`src/mse_pkg.sv`:
```
// Types and constants shared by the merge sort engine modules.
package mse_pkg;

    localparam int KEY_BITS          = 10;
    localparam int POS_BITS          = 6;
    localparam int MAX_ITEMS_DEFAULT = 64;

    typedef struct packed {
        logic [KEY_BITS-1:0] key;
        logic                is_last;
    } item_t;

    typedef struct packed {
        logic [KEY_BITS-1:0] sorted_key;
        logic [POS_BITS-1:0] source_position;
        logic                last_out;
    } result_t;

    typedef struct packed {
        logic [KEY_BITS-1:0] key;
        logic [POS_BITS-1:0] pos;
    } entry_t;

    typedef enum logic [2:0] {
        ST_IDLE,
        ST_PREP,
        ST_RUN_START,
        ST_MERGE,
        ST_EMIT_START,
        ST_EMIT
    } state_t;

    typedef struct packed {
        logic load;
        logic prep;
        logic run_start;
        logic merge_step;
        logic emit_start;
        logic emit_step;
    } cmd_t;

    typedef struct packed {
        logic tiny_set;
        logic run_end;
        logic sort_done;
        logic emit_end;
    } status_t;

endpackage

```
`src/mse_ctrl.sv`:
```
// Sequencer of the merge sort engine: load, merge passes, emit.
module mse_ctrl
    import mse_pkg::*;
(
    input  logic    clk,
    input  logic    rst_n,
    input  logic    start,
    input  logic    last_beat,
    input  status_t status,
    output cmd_t    cmd,
    output logic    busy,
    output logic    strobe
);

    state_t state_reg;
    state_t state_next;

    // Hold the current state
    always_ff @(posedge clk or negedge rst_n)
    begin
        if (!rst_n)
        begin
            state_reg <= ST_IDLE;
        end
        else
        begin
            state_reg <= state_next;
        end
    end

    // Pick the next state
    always_comb
    begin
        state_next = state_reg;
        unique case (state_reg)
            ST_IDLE:
            begin
                if (start && last_beat)
                begin
                    state_next = ST_PREP;
                end
            end
            ST_PREP:
            begin
                state_next = status.tiny_set ? ST_EMIT_START : ST_RUN_START;
            end
            ST_RUN_START:
            begin
                state_next = ST_MERGE;
            end
            ST_MERGE:
            begin
                if (status.run_end)
                begin
                    state_next = status.sort_done ? ST_EMIT_START : ST_RUN_START;
                end
            end
            ST_EMIT_START:
            begin
                state_next = ST_EMIT;
            end
            ST_EMIT:
            begin
                if (status.emit_end)
                begin
                    state_next = ST_IDLE;
                end
            end
            default:
            begin
                state_next = ST_IDLE;
            end
        endcase
    end

    // Decode commands and port flags
    always_comb
    begin
        cmd    = '0;
        busy   = 1'b1;
        strobe = 1'b0;
        unique case (state_reg)
            ST_IDLE:
            begin
                busy     = 1'b0;
                cmd.load = start;
            end
            ST_PREP:       cmd.prep       = 1'b1;
            ST_RUN_START:  cmd.run_start  = 1'b1;
            ST_MERGE:      cmd.merge_step = 1'b1;
            ST_EMIT_START: cmd.emit_start = 1'b1;
            ST_EMIT:
            begin
                cmd.emit_step = 1'b1;
                strobe        = 1'b1;
            end
            default:
            begin
                busy = 1'b1;
            end
        endcase
    end

endmodule

```
`src/mse_datapath.sv`:
```
// Key stores, ping-pong merge memories, run bookkeeping and compare.
module mse_datapath
    import mse_pkg::*;
#(
    parameter int MAX_ITEMS = MAX_ITEMS_DEFAULT
)
(
    input  logic    clk,
    input  logic    rst_n,
    input  item_t   item,
    input  cmd_t    cmd,
    output status_t status,
    output result_t result
);

    localparam int IDX_W = (MAX_ITEMS > 1) ? $clog2(MAX_ITEMS) : 1;
    localparam int DEPTH = 1 << IDX_W;
    localparam int CNT_W = $clog2(MAX_ITEMS + 1);
    localparam int SUM_W = CNT_W + 2;

    // Two banks; each pass reads one and writes the other
    entry_t mem0 [DEPTH];
    entry_t mem1 [DEPTH];

    entry_t rd_a0_reg;
    entry_t rd_b0_reg;
    entry_t rd_a1_reg;
    entry_t rd_b1_reg;

    logic [CNT_W-1:0] count_reg;
    logic [SUM_W-1:0] width_reg;
    logic [SUM_W-1:0] lo_reg;
    logic [SUM_W-1:0] mid_reg;
    logic [SUM_W-1:0] hi_reg;
    logic [SUM_W-1:0] a_reg;
    logic [SUM_W-1:0] b_reg;
    logic [SUM_W-1:0] o_reg;
    logic             src_reg;

    logic [SUM_W-1:0] n_ext;
    logic [SUM_W-1:0] two_w;
    logic [SUM_W-1:0] lo_plus_w;
    logic [SUM_W-1:0] lo_plus_2w;
    logic [SUM_W-1:0] mid_calc;
    logic [SUM_W-1:0] hi_calc;
    logic [SUM_W-1:0] o_inc;
    logic             full;
    logic             pass_end;
    logic             sort_end;
    logic             take_a;
    entry_t           head_a;
    entry_t           head_b;
    entry_t           pick;
    entry_t           wr_entry;
    logic [SUM_W-1:0] wr_addr;
    logic             we0;
    logic             we1;
    logic [SUM_W-1:0] addr_a;
    logic [SUM_W-1:0] addr_b;

    // Run bounds and pass bookkeeping
    always_comb
    begin
        n_ext      = SUM_W'(count_reg);
        two_w      = width_reg << 1;
        lo_plus_w  = lo_reg + width_reg;
        lo_plus_2w = lo_reg + two_w;
        mid_calc   = (lo_plus_w < n_ext) ? lo_plus_w : n_ext;
        hi_calc    = (lo_plus_2w < n_ext) ? lo_plus_2w : n_ext;
        o_inc      = o_reg + SUM_W'(1);
        full       = (count_reg == CNT_W'(MAX_ITEMS));
        pass_end   = (lo_plus_2w >= n_ext);
        sort_end   = (two_w >= n_ext);
    end

    // Compare run heads; the left run wins a tie
    always_comb
    begin
        head_a = src_reg ? rd_a1_reg : rd_a0_reg;
        head_b = src_reg ? rd_b1_reg : rd_b0_reg;
        take_a = (a_reg < mid_reg) && ((b_reg >= hi_reg) || (head_a.key <= head_b.key));
        pick   = take_a ? head_a : head_b;
    end

    always_comb
    begin
        status.tiny_set  = (count_reg <= CNT_W'(1));
        status.run_end   = (o_inc == hi_reg);
        status.sort_done = (o_inc == hi_reg) && pass_end && sort_end;
        status.emit_end  = (o_inc == n_ext);
    end

    // Steer read addresses; prefetch the next head of the run that advances
    always_comb
    begin
        addr_a = a_reg;
        addr_b = b_reg;
        priority if (cmd.run_start)
        begin
            addr_a = lo_reg;
            addr_b = mid_calc;
        end
        else if (cmd.merge_step)
        begin
            addr_a = take_a ? a_reg + SUM_W'(1) : a_reg;
            addr_b = take_a ? b_reg : b_reg + SUM_W'(1);
        end
        else if (cmd.emit_start)
        begin
            addr_a = '0;
        end
        else if (cmd.emit_step)
        begin
            addr_a = o_inc;
        end
    end

    // Steer the write port: load beats go to bank 0, merges to the other bank
    always_comb
    begin
        we0      = 1'b0;
        we1      = 1'b0;
        wr_addr  = o_reg;
        wr_entry = pick;
        if (cmd.load)
        begin
            we0          = !full;
            wr_addr      = n_ext;
            wr_entry.key = item.key;
            wr_entry.pos = POS_BITS'(count_reg);
        end
        else if (cmd.merge_step)
        begin
            we0 = src_reg;
            we1 = !src_reg;
        end
    end

    // Bank 0
    always_ff @(posedge clk)
    begin
        if (we0)
        begin
            mem0[wr_addr[IDX_W-1:0]] <= wr_entry;
        end
        rd_a0_reg <= mem0[addr_a[IDX_W-1:0]];
        rd_b0_reg <= mem0[addr_b[IDX_W-1:0]];
    end

    // Bank 1
    always_ff @(posedge clk)
    begin
        if (we1)
        begin
            mem1[wr_addr[IDX_W-1:0]] <= wr_entry;
        end
        rd_a1_reg <= mem1[addr_a[IDX_W-1:0]];
        rd_b1_reg <= mem1[addr_b[IDX_W-1:0]];
    end

    // Advance counters and run pointers
    always_ff @(posedge clk or negedge rst_n)
    begin
        if (!rst_n)
        begin
            count_reg <= '0;
            width_reg <= '0;
            lo_reg    <= '0;
            mid_reg   <= '0;
            hi_reg    <= '0;
            a_reg     <= '0;
            b_reg     <= '0;
            o_reg     <= '0;
            src_reg   <= 1'b0;
        end
        else
        begin
            if (cmd.load && !full)
            begin
                count_reg <= count_reg + CNT_W'(1);
            end
            if (cmd.prep)
            begin
                width_reg <= SUM_W'(1);
                lo_reg    <= '0;
                src_reg   <= 1'b0;
            end
            if (cmd.run_start)
            begin
                mid_reg <= mid_calc;
                hi_reg  <= hi_calc;
                a_reg   <= lo_reg;
                b_reg   <= mid_calc;
                o_reg   <= lo_reg;
            end
            if (cmd.merge_step)
            begin
                o_reg <= o_inc;
                if (take_a)
                begin
                    a_reg <= a_reg + SUM_W'(1);
                end
                else
                begin
                    b_reg <= b_reg + SUM_W'(1);
                end
                if (status.run_end)
                begin
                    if (pass_end)
                    begin
                        lo_reg    <= '0;
                        width_reg <= two_w;
                        src_reg   <= !src_reg;
                    end
                    else
                    begin
                        lo_reg <= lo_plus_2w;
                    end
                end
            end
            if (cmd.emit_start)
            begin
                o_reg <= '0;
            end
            if (cmd.emit_step)
            begin
                o_reg <= o_inc;
                if (status.emit_end)
                begin
                    count_reg <= '0;
                end
            end
        end
    end

    // Present the current head of the sorted bank
    always_comb
    begin
        result.sorted_key      = head_a.key;
        result.source_position = head_a.pos;
        result.last_out        = status.emit_end;
    end

endmodule

```
`src/merge_sort_engine_unit.sv`:
```
// Top level of the merge sort engine: sequencer plus datapath.
//
//  channel   handshake            payload    direction
//  --------  -------------------  ---------  ---------
//  load      start && !busy       item       in
//  result    strobe (no stall)    result     out
//
//  Each non-final key beat is taken while busy is low; busy stays low after it.
//  The final beat starts the sort: a PREP setup state, then ceil(log2 n) passes, each of
//  which opens every run with a RUN_START state before merging it, then EMIT_START and EMIT.
//  Within a run one element moves per cycle, set by the two read ports of the source bank.
//  Reset is asynchronous and clears control only; the banks need no clearing.
//  Results leave one per cycle with strobe high and cannot be held off.
module merge_sort_engine_unit
    import mse_pkg::*;
#(
    parameter int MAX_ITEMS = MAX_ITEMS_DEFAULT
)
(
    input  logic    clk,
    input  logic    rst_n,
    input  logic    start,
    output logic    busy,
    input  item_t   item,
    output logic    strobe,
    output result_t result
);

    cmd_t    cmd;
    status_t status;

    mse_ctrl u_ctrl (
        .clk       (clk),
        .rst_n     (rst_n),
        .start     (start),
        .last_beat (item.is_last),
        .status    (status),
        .cmd       (cmd),
        .busy      (busy),
        .strobe    (strobe)
    );

    mse_datapath #(
        .MAX_ITEMS (MAX_ITEMS)
    ) u_datapath (
        .clk    (clk),
        .rst_n  (rst_n),
        .item   (item),
        .cmd    (cmd),
        .status (status),
        .result (result)
    );

endmodule

```
`config.mk`:
```
export PLATFORM = sky130hd
export DESIGN_NAME = merge_sort_engine_unit
export DESIGN_NICKNAME = d
export VERILOG_FILES = /design/src/mse_pkg.sv /design/src/mse_ctrl.sv /design/src/mse_datapath.sv /design/src/merge_sort_engine_unit.sv
export SDC_FILE = /design/constraint.sdc
export NUM_CORES = 2
export LEC_CHECK = 0
export ABC_AREA = 1
export BUFFER_PORTS_ARGS = -buffer_cell sky130_fd_sc_hd__buf_2
export CAP_MARGIN = 20
export CORE_MARGIN = 4
export CORE_UTILIZATION = 41
export DETAILED_ROUTE_END_ITERATION = 10
export HOLD_SLACK_MARGIN = 0.1
export MAX_ROUTING_LAYER = met4
export PLACE_DENSITY = 0.58
export SYNTH_ARGS = -nofsm -noshare
export SYNTH_HDL_FRONTEND = slang
export SYNTH_SLANG_ARGS = --single-unit
```
`constraint.sdc`:
```
create_clock -name clk -period 14.5 [get_ports clk]
set_input_delay 2.175 -clock clk [delete_from_list [all_inputs] [get_ports clk]]
set_output_delay 2.175 -clock clk [all_outputs]
set_load 0.005 [all_outputs]
```
; ---- After elaboration in Yosys (flattened, before gate mapping)
; Memory sizes are Yosys's and may differ from the RTL's. A register that Yosys moved wholly into a read port is not among the register bits.
; Cells that the tools add are included.
[classes]
addsub = 6
magnitude_cmp = 8
n_eq_ne = 11
n_mux = 61
reduce_logical = 11
[op_table]
columns = op, count
row1 = $mux 9, 20
row2 = $mux 16, 4
row3 = $mux 6, 9
row4 = $add 9x1->9 const B, 3
row5 = $mux 7, 3
row6 = $mux 1, 19
row7 = $add 9x9->9, 2
row8 = $ge 9x7->1, 2
row9 = $lt 9x7->1, 2
row10 = $pmux 3 s6, 1
row11 = $mux 3, 5
row12 = $le 10x10->1, 1
row13 = $eq 9x7->1, 1
row14 = $eq 9x9->1, 1
row15 = $ge 9x9->1, 1
row16 = $lt 9x9->1, 1
row17 = $add 7x1->7 const B, 1
row18 = $eq 7x7->1 const B, 1
row19 = $le 7x1->1 const B, 1
row20 = $eq 3x2->1 const B, 2
row21 = $eq 3x3->1 const B, 2
row22 = $logic_and 1x1->1, 5
row23 = $ne 2x2->1 const B, 2
row24 = $reduce_bool 4->1, 1
row25 = 6 further kinds, 7
[totals]
regBits = 74
ram_bits = 2048
inputBits = 14
output_inout_bits = 19
mem_count = 2
[mem_list]
columns = name, depth, word_bits, rd, rd_clocked_by_memory_dff, write_ports, line_no
row1 = u_datapath.mem0, 64, 16, 2, 2, 1, mse_datapath.sv:22  ; entry_t mem0 [DEPTH];
row2 = u_datapath.mem1, 64, 16, 2, 2, 1, mse_datapath.sv:23  ; entry_t mem1 [DEPTH];

; ---- Longest topological paths before layout
[logic_depth]
ltp_word = 7
depth_mapped = 29

; ---- Hierarchy
; Synthesis repeated with hierarchy kept, for this count alone.
[unflattened]
hier_cells = 14522
area_unflattened_um2 = 120619.4
[modules_own_cells]
columns = mod, n_inst, cells_per_inst, area_per_inst_um2, seq_area_each_um2
row1 = mse_datapath, 1, 14478, 120332.9, 64556.9
row2 = mse_ctrl, 1, 44, 286.5, 75.1

; ---- Worst setup path before layout
; No wires, ideal clock.
[synth_path]
path_type = input-to-reg
start = in start
end = mem u_datapath.mem0[0][6] (netlist bit) (data pin)
setup_time_ns = 1.197
t_arrival_ns = 7.751
setup_slack_ns = 5.552
cell_stages = 4
n_path_buf = 1
path_cell_list = nand3_1 clkbuf_1 o21ai_0 o21ai_0
[synth_lines]
columns = item, line_no
row1 = from (decl), merge_sort_engine_unit.sv:22  ; input logic start,
row2 = to (decl), mse_datapath.sv:22

; ---- Final worst setup path
[layout_path]
start = reg u_datapath.src_reg
end = reg u_datapath.rd_a1_reg[11] (netlist name)
[layout_between]
elab_chain_len = 7
elab_cells_between_ends = 8
classes_between = order compare: 1 / mux: 5 / reduce/logical: 2
[layout_rtl]
columns = item, line_no
row1 = from (decl), mse_datapath.sv:38  ; logic src_reg;
row2 = from (signal assigned), mse_datapath.sv:213  ; src_reg <= !src_reg;
row3 = $mux 16 (on tied branches), "mse_datapath.sv:79, mse_datapath.sv:80"
row4 = $le 10x10->1 (*), mse_datapath.sv:81  ; take_a = (a_reg < mid_reg) && ((b_reg >= hi_reg) || (head_a.key <= head_b.key));
row5 = $logic_or 1x1->1 (*), mse_datapath.sv:81
row6 = $logic_and 1x1->1 (*), mse_datapath.sv:81
row7 = $mux 6 (*), mse_datapath.sv:105  ; addr_a = take_a ? a_reg + SUM_W'(1) : a_reg;
row8 = $mux 6 (*), mse_datapath.sv:103  ; else if (cmd.merge_step)
row9 = $mux 6 (*), mse_datapath.sv:98  ; priority if (cmd.run_start)
; Every way passes the cells marked *; elsewhere a longest branch is shown, timed or not.
; A chain may end at the register's enable or synchronous reset.

==> run metrics <==
dpl ws 6.538 ns; min cycle time layout 8.269 ns; post-synthesis cell type count 60; Die ar. 306,600 um2; Main synth FF type edfxtp_1; hold buffers post-CTS 0; Core ar. 296,500 um2; syn avg cell area 8.442 um2; Hold Vio Cnt, Final 0; most common cell after layout, fill and taps aside nand3_1; Rel. slew slack 18.54%; global-route usage over all layers 30.92%; Least-Margin Pin Slew 1.222 ns; first-pass GRT wire length 690.0 mm; Achievable Freq 120.9 MHz; vias per cell 5.962; layout cells sized above 1 7.509%; status complete, no violations; clock-pin slew on the worst setup and hold paths 0.06 ns; Avg WL per Cell 26.47 um; Routed WL 478.2 mm; cell area after synthesis 122,100 um2; clock skew 0.08045 ns; crit-path max FO 98; GRT overflow 0; cells on worst reg2reg path 24; postcts setup bufs 0; FF+latch count, synth 2,186; clock root buffer clkbuf_16; num rows 200; Gate Count Post-Synth 14.46k; post-CTS sizing 0; initial antenna violation count 19; Worst Setup Start Kind flip-flop; Ys Warns 0; Setup CP Type reg2reg; Sink Count 2,186; via count 107.7k; vias in the first global route 98.35k; GPL Wtd Cong 0.9372; Critical Path End Type flip-flop; most frequent cells in the layout nand3_1, nand2_1, inv_1; cell depth of the worst hold path 1; number of enable flip-flop cells after synthesis 2,048; DIE WIDTH 553.7 um; CTS tree yes; Final #Nets 14.00k; CP required 15.31 ns; RSZ-0062 raised after global routing false; Initial Util 41.17%; total CTS buffers 247; area grow syn2layout 8.496%; Syn Nets 14.55k; Worst EP arrival 9.08 ns; largest net degree at the start of global routing 178; DR iter-0 viols 17.32k; setup violators final 0; Max-Cap Viols 0; Setup TNS 0 ns; port buffer count 32; Hold/Removal Path Class reg2reg; period utilisation layout 57.03%; Slew Viols, Final 0; clk buf depth 4; async set-or-reset flop fraction in the synthesized netlist 3.385%; height of the die 553.7 um; DR DRC count 0; register area share after synthesis 52.94%; Post-DP HPWL 260.7 mm; setup ws final 6.231 ns; H-tree depth 4; I/O pin total 33; Skew-Pair Late Insertion Delay 0.96 ns; drt first pass iters 7; post-route ant nets 0
==> final cells by class <==
class | count | area (um2)
timing repair buffer | 314 | 2679
multi-input combinational | 8976 | 44040
antenna | 12 | 30.03
fill | 28474 | 164100
sequential | 2186 | 64630
clock inverter | 129 | 1164
inverter | 2187 | 8255
tap | 3939 | 4928
clock buffer | 325 | 6739
==> synth_stat cells, types with 4 or more instances <==
master             n  share of area (%)
a21oi_1           50               0.20
buf_4            101               0.62
xor2_1            22               0.16
ha_1              67               0.69
nand4_1           14              0.072
buf_6             70               0.65
o21ai_0          127               0.52
dfxtp_1           64                1.0
a31oi_1            8              0.041
nand3_2           51               0.42
dfrtp_1           74                1.5
o211ai_1          60               0.37
buf_8              4              0.049
nor2_2             4              0.020
buf_12            25               0.41
or2_2             13              0.067
xnor2_1            8              0.057
nand2_1         2584                7.9
nand3b_1          12              0.074
nor3_1            83               0.34
edfxtp_1        2048                 50
clkbuf_1         422                1.3
buf_2            396                1.6
buf_1             73               0.22
mux2i_1           17               0.14
clkbuf_4           4              0.025
dlymetal6s2s_1    12               0.12
dlygate4sd1_1      4              0.029
inv_1           2181                6.7
nand2_2          145               0.74
nand3_1         5530                 23
a21o_1             4              0.025
o221ai_1           8              0.057
nor2_1           133               0.41
o21bai_1           4              0.025
inv_2              5              0.015
==> routing by layer <==
layer	wire length [um]	vias up	track usage (%)
li1	-	47647	-
met1	187100	51183	41.83
met2	201400	7521	43.64
met3	62030	1369	6.822
met4	27620	0	15.52
met5	0	-	-
==> stage by stage <==
stage / hold WS (ns) / std cells / area, um2 / utilization [%]
global placement: 0.4788 / 17599 / 124500 / 41.98
detailed placement: 0.4808 / 17601 / 124500 / 41.99
floorplan: 0.4555 / 14463 / 122100 / -
global route: 0.4960 / 18064 / 132500 / 44.67
finish: 0.4886 / 18068 / 132500 / 44.67
CTS: 0.4882 / 18055 / 132400 / 44.65
==> logic make-up after synthesis <==
| kind of cell | synth area share [%] |
|---|---|
| DFF | 52.94 |
| adders and majority gates | 0.7194 |
| buffers and inverters | 11.80 |
| and+or+nand+nor | 32.81 |
| AOI/OAI and AO/OA | 1.376 |
| xor gates and xnor gates | 0.2152 |
| muxes | 0.1394 |
==> worst max-delay path, cell delays in order, from the launching register on <==
cell	delay, ns
dfrtp_2	0.92
clkinv_1	0.73
or2_2	0.49
o21ai_0	0.08
inv_1	0.09
ha_1	0.18
o21bai_1	0.13
nand3_1	0.08
nand3_1	0.09
nand2_1	0.22
o21ai_4	0.23
buf_4	0.38
inv_2	0.21
nand3_1	0.12
nand2_1	0.07
nand3_1	0.12
nand2_4	0.32
inv_8	0.57
buf_4	0.89
buf_12	0.63
nand3_1	0.17
nand3_1	0.14
nand3_1	0.22
nand3_1	0.59
nand2_1	0.12
==> worst paths after layout <==
check,from,to,slack (ns)
worst max register to register,u_datapath.src_reg,u_datapath.rd_a1_reg[11],6.23
max in group asynchronous,rst_n,u_datapath.src_reg,12.20
min in group asynchronous,rst_n,u_datapath.b_reg[6],1.10
worst min register to register,u_datapath.b_reg[8],u_datapath.b_reg[8],0.49
worst max-delay path,u_datapath.src_reg,u_datapath.rd_a1_reg[11],6.23
worst min-delay path,u_datapath.b_reg[8],u_datapath.b_reg[8],0.49
Power is not shown: default switching activity piles up to over one toggle a cycle in this logic, so the estimate is an artifact.
